**config.mk**
```make
export PLATFORM = sky130hd
export DESIGN_NAME = ids_calc
export DESIGN_NICKNAME = d
export VERILOG_FILES = /design/src/hw/rtl/assert_macros.svh /design/src/hw/rtl/ids_pkg.sv /design/src/hw/rtl/ids_calc.sv
export SDC_FILE = /design/constraint.sdc
export NUM_CORES = 1
export LEC_CHECK = 0
export BUFFER_PORTS_ARGS = -buffer_cell sky130_fd_sc_hd__buf_2
export CAP_MARGIN = 10
export CORE_MARGIN = 2
export CORE_UTILIZATION = 61
export CTS_BUF_LIST = sky130_fd_sc_hd__clkbuf_16
export DETAILED_ROUTE_END_ITERATION = 7
export GPL_TIMING_DRIVEN = 0
export PLACE_DENSITY_LB_ADDON = 0.2
export SLEW_MARGIN = 10
export SYNTH_ARGS = -nofsm -noshare
export SYNTH_HDL_FRONTEND = slang
export SYNTH_SLANG_ARGS = --single-unit
```
**constraint.sdc**
```tcl
create_clock -name clk -period 12.98 [get_ports clk]
set_clock_uncertainty 0.05 [all_clocks]
set_input_delay 0.649 -clock clk [delete_from_list [all_inputs] [get_ports clk]]
set_output_delay 0.649 -clock clk [all_outputs]
set_load 0.02 [all_outputs]
```
**src/hw/rtl/assert_macros.svh**
```systemverilog
// Assertion helpers for the RTL.
`ifndef ASSERT_MACROS_SVH
`define ASSERT_MACROS_SVH

// Property that must hold at every clock edge out of reset.
`define ASSERT_ALWAYS(lbl, expr, msg) \
  lbl: assert property (@(posedge clk) disable iff (rst) (expr)) else $error(msg);

// Antecedent in one cycle implies consequent in the next.
`define ASSERT_NEXT(lbl, ante, cons, msg) \
  lbl: assert property (@(posedge clk) disable iff (rst) (ante) |=> (cons)) else $error(msg);

`endif

```
**src/hw/rtl/ids_pkg.sv**
```systemverilog
// ----------------------------------------------------------------------------
// ids_pkg
// Types, constants and helpers for the image difference statistics block.
// ----------------------------------------------------------------------------
`default_nettype none

package ids_pkg;

  localparam int DEFAULT_MAX_WIDTH  = 4096;
  localparam int DEFAULT_MAX_HEIGHT = 4096;

  localparam int CFG_DATA_W = 50;
  localparam int CFG_INDEX_W = 3;
  localparam int DIFF_W = 42;
  localparam int STAT_W = 50;
  localparam int CNT_W = 27;
  localparam int SUM_W = 64;
  localparam int QUOT_W = 80;
  localparam int ROOT_W = 40;

  // Register indexes
  localparam logic [CFG_INDEX_W-1:0] REG_FORMAT     = 3'd0;
  localparam logic [CFG_INDEX_W-1:0] REG_WIDTH      = 3'd1;
  localparam logic [CFG_INDEX_W-1:0] REG_HEIGHT     = 3'd2;
  localparam logic [CFG_INDEX_W-1:0] REG_MAX_TOL    = 3'd3;
  localparam logic [CFG_INDEX_W-1:0] REG_MEAN_TOL   = 3'd4;
  localparam logic [CFG_INDEX_W-1:0] REG_RMSE_TOL   = 3'd5;
  localparam logic [CFG_INDEX_W-1:0] REG_MAX_OUTLIER = 3'd6;

  // Channel formats
  localparam logic [1:0] FMT_GRAY8 = 2'd0;
  localparam logic [1:0] FMT_RGBA8 = 2'd1;
  localparam logic [1:0] FMT_HALF  = 2'd2;

  localparam logic [4:0] HALF_EXP_MAX = 5'h1F;

  typedef enum logic [2:0] {
    ST_IDLE,
    ST_CONV,
    ST_MUL,
    ST_ACC,
    ST_START,
    ST_CALC,
    ST_LOAD
  } ids_state_t;

  typedef enum logic [1:0] {
    PH_IDLE,
    PH_MEAN,
    PH_RMS,
    PH_ROOT
  } ids_phase_t;

  typedef struct packed {
    logic busy;
    logic done;
  } ids_calc_stat_t;

  function automatic logic half_finite(input logic [15:0] h);
    return h[14:10] != HALF_EXP_MAX;
  endfunction

  // Exact half to signed fixed point with 24 fraction bits; zero if non-finite.
  function automatic logic signed [DIFF_W-1:0] half_to_fixed(input logic [15:0] h);
    logic [4:0] e;
    logic [DIFF_W-2:0] mag;
    logic signed [DIFF_W-1:0] v;
    e = h[14:10];
    if (e == HALF_EXP_MAX) begin
      mag = '0;
    end else if (e == 5'd0) begin
      mag = (DIFF_W-1)'(h[9:0]);
    end else begin
      mag = (DIFF_W-1)'({1'b1, h[9:0]}) << (e - 5'd1);
    end
    v = $signed({1'b0, mag});
    return h[15] ? -v : v;
  endfunction

endpackage

`default_nettype wire

```
**src/hw/rtl/ids_calc.sv**
```systemverilog
// ----------------------------------------------------------------------------
// ids_calc
// Mean and RMS sequencer: two restoring divisions and one integer square
// root, all through one shared subtractor, one bit or one root digit a cycle.
// ----------------------------------------------------------------------------
`default_nettype none

module ids_calc #(
  parameter int NW = 27
) (
  input  wire logic                      clk,
  input  wire logic                      rst,
  input  wire logic                      start,
  input  wire logic [ids_pkg::SUM_W-1:0] abs_sum,
  input  wire logic [ids_pkg::SUM_W-1:0] square_sum,
  input  wire logic [NW-1:0]             count,
  output ids_pkg::ids_calc_stat_t        stat,
  output logic [ids_pkg::STAT_W-1:0]     mean_value,
  output logic [ids_pkg::STAT_W-1:0]     rms_value
);
  import ids_pkg::*;

  localparam int SW = (NW + 1 > ROOT_W + 4) ? NW + 1 : ROOT_W + 4;

  ids_phase_t         phase;
  logic               done;
  logic [QUOT_W-1:0]  dq;
  logic [SW-1:0]      rem;
  logic [ROOT_W-1:0]  root;
  logic [6:0]         step;
  logic [SW-1:0]      op_a;
  logic [SW-1:0]      op_b;
  logic [SW:0]        diff;
  logic               take;
  logic [QUOT_W-1:0]  quot;

  // Shared subtractor
  always_comb begin
    if (phase == PH_ROOT) begin
      op_a = SW'({rem[ROOT_W+1:0], dq[QUOT_W-1:QUOT_W-2]});
      op_b = SW'({root, 2'b01});
    end else begin
      op_a = SW'({rem[NW-1:0], dq[QUOT_W-1]});
      op_b = SW'(count);
    end
    diff = {1'b0, op_a} - {1'b0, op_b};
    take = !diff[SW];
    quot = {dq[QUOT_W-2:0], take};
  end

  always_ff @(posedge clk) begin
    if (rst) begin
      phase <= PH_IDLE;
      done  <= 1'b0;
    end else begin
      done <= 1'b0;
      case (phase)
        PH_IDLE: begin
          if (start) begin
            phase <= PH_MEAN;
            dq    <= {abs_sum, 16'd0};
            rem   <= '0;
            step  <= 7'(QUOT_W - 1);
          end
        end
        PH_MEAN: begin
          rem  <= take ? diff[SW-1:0] : op_a;
          dq   <= quot;
          step <= step - 7'd1;
          if (step == 7'd0) begin
            // Quotient is 2^16 * sum / n; drop 8 bits and cap.
            mean_value <= (|quot[QUOT_W-1:STAT_W+8]) ? '1 : quot[STAT_W+7:8];
            phase <= PH_RMS;
            dq    <= {square_sum, 16'd0};
            rem   <= '0;
            step  <= 7'(QUOT_W - 1);
          end
        end
        PH_RMS: begin
          rem  <= take ? diff[SW-1:0] : op_a;
          dq   <= quot;
          step <= step - 7'd1;
          if (step == 7'd0) begin
            phase <= PH_ROOT;
            rem   <= '0;
            root  <= '0;
            step  <= 7'(ROOT_W - 1);
          end
        end
        PH_ROOT: begin
          rem  <= take ? diff[SW-1:0] : op_a;
          root <= {root[ROOT_W-2:0], take};
          dq   <= {dq[QUOT_W-3:0], 2'b00};
          step <= step - 7'd1;
          if (step == 7'd0) begin
            phase <= PH_IDLE;
            done  <= 1'b1;
          end
        end
        default: phase <= PH_IDLE;
      endcase
    end
  end

  assign rms_value = STAT_W'(root);
  assign stat.busy = phase != PH_IDLE;
  assign stat.done = done;

endmodule

`default_nettype wire

```
Word-level counts from Yosys, hierarchy flattened
Cells that the tools add are included.
{"block": "classes", "mux": 21, "bitwise_logic": 2, "addsub": 2, "n_reduce_logical": 12, "eq_ne": 7}
{"op": "case mux 80 bit (4 select lines)", "count": 1}
{"op": "two-way mux 42 bit", "count": 4}
{"op": "two-way mux 80 bit", "count": 2}
{"op": "case mux 42 bit (3 select lines)", "count": 1}
{"op": "case mux 40 bit (2 select lines)", "count": 1}
{"op": "subtractor 44 x 42 -> 45 bit", "count": 1}
{"op": "two-way mux 44 bit", "count": 1}
{"op": "two-way mux 40 bit", "count": 1}
{"op": "case mux 7 bit (4 select lines)", "count": 1}
{"op": "OR reduction 22 bit", "count": 1}
{"op": "two-way mux 7 bit", "count": 3}
{"op": "two-way mux 2 bit", "count": 4}
{"op": "case mux 2 bit (4 select lines)", "count": 1}
{"op": "zero test 7 bit", "count": 1}
{"op": "subtractor 7 x 1 -> 7 bit, second input constant", "count": 1}
{"op": "!= test 2 bit, second input constant", "count": 3}
{"op": "AND reduction 3 bit", "count": 2}
{"op": "equality test 2 bit, second input constant", "count": 2}
{"op": "AND reduction 4 bit", "count": 1}
{"op": "nonzero test 2 bit", "count": 2}
{"op": "OR reduction 2 bit", "count": 2}
{"op": "equality test 2 x 1 -> 1 bit, second input constant", "count": 1}
{"op": "zero test 2 bit", "count": 1}
{"op": "!= test 2 x 1 -> 1 bit, second input constant", "count": 1}
{"op": "other kinds (4)", "count": 5}
{"block": "word_totals", "elab_cells": 51, "out_inout_bits": 102, "regBits": 222}

Depth between registers and ports, before layout
{"block": "depth", "depth_word": 6, "ltp_mapped": 21, "depth_no_buf": 15}

Worst setup path before layout
OpenSTA, ideal clock, no wires.
{"block": "synth_timing", "path_kind": "register to register", "start": "reg phase[0]", "end": "reg dq[0], enable pin", "setup_slack_ns": 6.020, "setup_time_ns": 0.618, "required_time_ns": 12.312, "arrival_ns": 6.292, "stages_incl_launch_ff": 6, "path_buffers": 0, "period_less_slack_ns": 6.960, "cell_sequence": "dfxtp_1 -> inv_1 -> ha_1 -> inv_1 -> nor2_1 -> nor2_1"}
{"block": "synth_via", "elab_chain_len": 3}
{"item": "start: declaration", "line_no": "ids_calc.sv:25", "source": "ids_phase_t phase;"}
{"item": "start signal: assignment", "line_no": "ids_calc.sv:53", "source": "phase <= PH_IDLE;"}
{"item": "start signal: assignment", "line_no": "ids_calc.sv:60", "source": "phase <= PH_MEAN;"}
{"item": "start signal: assignment", "line_no": "ids_calc.sv:73", "source": "phase <= PH_RMS;"}
{"item": "zero test 2 bit", "line_no": "ids_calc.sv:57", "source": "case (phase)"}
{"item": "!= test 2 bit (no source line)"}
{"item": "AND reduction 2 bit (no source line)"}
{"item": "end signal: assignment", "line_no": "ids_calc.sv:61", "source": "dq <= {abs_sum, 16'd0};"}
{"item": "end signal: assignment", "line_no": "ids_calc.sv:68", "source": "dq <= quot;"}
{"item": "end signal: assignment", "line_no": "ids_calc.sv:74", "source": "dq <= {square_sum, 16'd0};"}
{"item": "end: declaration", "line_no": "ids_calc.sv:27", "source": "logic [QUOT_W-1:0] dq;"}
No other way between the ends.
A chain may end at the register's enable or synchronous reset.

Worst setup path in the final report
{"block": "layout_timing", "start": "reg phase[0]", "end": "reg rem[41] (data pin)"}
{"block": "layout_via", "elab_chain_len": 6}
{"item": "equality test 2 bit", "line_no": "ids_calc.sv:39, ids_calc.sv:57"}
{"item": "two-way mux 44 bit or two-way mux 42 bit (tied branches)", "line_no": "ids_calc.sv:39", "source": "if (phase == PH_ROOT) begin"}
{"item": "subtractor 44 x 42 -> 45 bit", "line_no": "ids_calc.sv:46", "source": "diff = {1'b0, op_a} - {1'b0, op_b};"}
{"item": "two-way mux 42 bit", "line_no": "ids_calc.sv:67, ids_calc.sv:80, ids_calc.sv:91"}
{"item": "two-way mux 42 bit", "line_no": "ids_calc.sv:70, ids_calc.sv:83"}
{"item": "case mux 42 bit (3 select lines) *", "line_no": "ids_calc.sv:57"}
{"item": "end signal: assignment", "line_no": "ids_calc.sv:67", "source": "rem <= take ? diff[SW-1:0] : op_a;"}
{"item": "end signal: assignment", "line_no": "ids_calc.sv:80", "source": "rem <= take ? diff[SW-1:0] : op_a;"}
{"item": "end signal: assignment", "line_no": "ids_calc.sv:91", "source": "rem <= take ? diff[SW-1:0] : op_a;"}
{"item": "end: declaration", "line_no": "ids_calc.sv:28", "source": "logic [SW-1:0] rem;"}
Every way passes the cells marked *; elsewhere a longest branch is shown, timed or not.

==> impl_metrics.json <==
{
  "synth_cell_types": 66,
  "final.min_clock_period_ns": 5.67,
  "first_pass_iters": 6,
  "pin_count": 260,
  "numCtsBuffers": 24,
  "final-setup-viol-count": 0,
  "synth.most_common_cell": "edfxtp_1",
  "drv_cap": 0,
  "clock_latency_ns": 0.52,
  "vias": 11200,
  "timing.final.crit_share": 0.437,
  "synth_top_cell_by_area": "edfxtp_1",
  "syn_inst": 1258,
  "root_buffer": "clkbuf_16",
  "rsz0062_at_grt": "no",
  "gp_congestion": 0.951,
  "synth_common_cells": "edfxtp_1 (219), a21oi_1 (193), inv_1 (96)",
  "clock_sinks": 222,
  "start_util": 0.626,
  "synth_edf_count": 219,
  "synth.top_cell.area_share": 0.497,
  "ys_ff_latch": 222,
  "worstSetupPathType": "reg -> reg",
  "die_area_um2": 22900,
  "routed_wl_um": 36300,
  "grtUsageTotal": 0.308,
  "grt_pass1_wl_um": 55300,
  "synth-seq-area-share": 0.501,
  "die_y_um": 151,
  "cts_tree": "built",
  "ant_nets": 0,
  "area_growth_syn_to_layout_pct": 19.5,
  "timing.hold.ws_ns": 0.425,
  "fillerInstances": 1491,
  "syn_area_per_cell_um2": 10.5,
  "worst-endpoint-arrival_ns": 5.85,
  "yosysWarningCount": 0,
  "clkSlewWorstSetupHoldPaths_ns": 0.06,
  "core_area_um2": 21200,
  "tightest_slew_ns": 1.22,
  "grt_pass1_vias": 10900,
  "grt_start_max_net_pins": 35,
  "worstPathRequired_ns": 13.16,
  "async_reset_ff_frac": 0,
  "drtIter0Drc": 940,
  "antenna_found_initial": 2,
  "hold_buffers": 0,
  "max_freq_ghz": 0.176,
  "status": "finished, final reports clean",
  "slew_headroom": 0.176,
  "finalSetupTns_ns": 0,
  "crit_path_start_kind": "register",
  "irDropWorstVdd_v": 0.000113,
  "post_cts_buffers": 0,
  "row_count": 53,
  "dp_hpwl_um": 26700,
  "end_kind": "register",
  "drc": 0,
  "io_buffers": 249,
  "hold_class": "in -> reg",
  "wl_per_cell_um": 19.7,
  "cts_resized": 0,
  "layout-drive-gt1-share": 0.230,
  "power.leakage_nw": 6.23,
  "vias_per_cell": 6.08,
  "crit_fanout": 10,
  "die_w_um": 151,
  "nNetsFinal": 1755,
  "gr-total-overflow": 0,
  "power_density_nw_per_um2": 219,
  "ys.flop_type": "edfxtp_1",
  "cts_htree_levels": 1,
  "cts_buffer_depth": 3,
  "syn-cell-area_um2": 13200,
  "slew_violations": 0,
  "hold_violations": 0,
  "synth.area.top_cells": "edfxtp_1 (50%), a21oi_1 (7.3%), a221o_1 (4.9%), ha_1 (4.5%), and2_1 (2.8%)"
}
[report_power, final]
group,switching (mW),internal (mW)
clock network,0.286,0.407
logic,1.03,0.632
registers,0.0973,1.02
[logic make-up (layout without fill, tap and decap cells)]
group / after synthesis / after routing / share of synthesized area
other cells: 1 / 17 / 0.000283
xor+xnor: 47 / 47 / 0.0322
simple gates: 312 / 312 / 0.123
flops: 222 / 222 / 0.501
mux: 54 / 54 / 0.0459
compound gates: 385 / 385 / 0.190
buf+inv: 187 / 484 / 0.0592
fa+ha+maj: 50 / 50 / 0.0477
[registers in the layout (all words and copies together) (netlist names)]
name / flops
rem: 42
done: 1
dq: 80
phase: 2
step: 7
mean_value: 50
root: 40
[cell usage in the layout (no fill, tap or decap), types with 9 or more instances in the layout]
cell / instances
nand2b_1: 55
a221o_1: 65
mux2i_1: 25
nand2_1: 79
clkbuf_1: 65
a211oi_1: 9
nor2_1: 41
xor2_1: 20
nand3_1: 22
and2_1: 60
buf_4: 12
nand4_1: 9
xnor2_1: 25
a21o_1: 26
a22o_1: 14
conb_1: 10
clkbuf_16: 25
ha_1: 48
nor3_1: 12
edfxtp_1: 219
a21oi_1: 192
inv_1: 98
buf_2: 254
mux2_2: 24
o21ai_0: 32
[per-layer routing]
layer	wire length (um)	GRT usage	up-vias
li1	-	-	5208
met1	13900	0.387	5289
met2	17700	0.536	613
met3	3180	0.0407	110
met4	1470	0.130	0
met5	0	0	-
[worst paths after layout]
kind,from,cells past startpoint,to,slack (ns)
worst min register to register,dq[45]$_DFFE_PP_,1,mean_value[38]$_SDFFCE_PP1P_,0.50
worst max register to register,phase[0]$_SDFFE_PP0P_,18,rem[41]$_DFFE_PP_,7.31
worst min-delay path,abs_sum[59],3,dq[75]$_DFFE_PP_,0.43
worst max-delay path,phase[0]$_SDFFE_PP0P_,18,rem[41]$_DFFE_PP_,7.31
[critical path, stage by stage (launching register included)]
cell and delay, ns:
dfxtp_1 0.41, ha_1 0.23, buf_6 0.18, buf_6 0.18, clkbuf_1 0.67, buf_1 0.57
mux2i_1 0.17, ha_1 0.31, clkbuf_1 0.28, nand2_1 0.13, nor3_1 0.38, nand2_1 0.18
o21ai_1 0.33, o2111a_2 0.31, o2111ai_2 0.13, nand2_1 0.13, buf_2 0.26, buf_2 0.34
a211oi_1 0.13
[layout make-up]
| type | count | area, um2 | area share |
|---|---|---|---|
| repair buffers | 255 | 1380 | 0.0873 |
| clock buffers | 25 | 626 | 0.0395 |
| diodes | 7 | 17.5 | 0.00111 |
| plain buffers | 91 | 423 | 0.0267 |
| clock inverters | 17 | 159 | 0.0100 |
| flip-flops and latches | 222 | 6640 | 0.419 |
| inverters | 96 | 360 | 0.0228 |
| well taps | 275 | 344 | 0.0217 |
| multi-input cells | 858 | 5880 | 0.372 |
[per-stage QoR]
step | setup slack (ns) | instances | utilization | instance area [um2] | power, mW
floorplan | 6.02 | 1267 | - | 13300 | 2.30
global placement | 3.74 | 1791 | 0.703 | 14900 | 2.70
detailed placement | 7.37 | 1797 | 0.710 | 15000 | 2.74
CTS | 7.35 | 1839 | 0.747 | 15800 | 3.44
global route | 7.00 | 1841 | 0.748 | 15800 | 3.67
finish | 7.31 | 1846 | 0.748 | 15800 | 3.47
No activity file was read; power rests on OpenSTA's default activity.
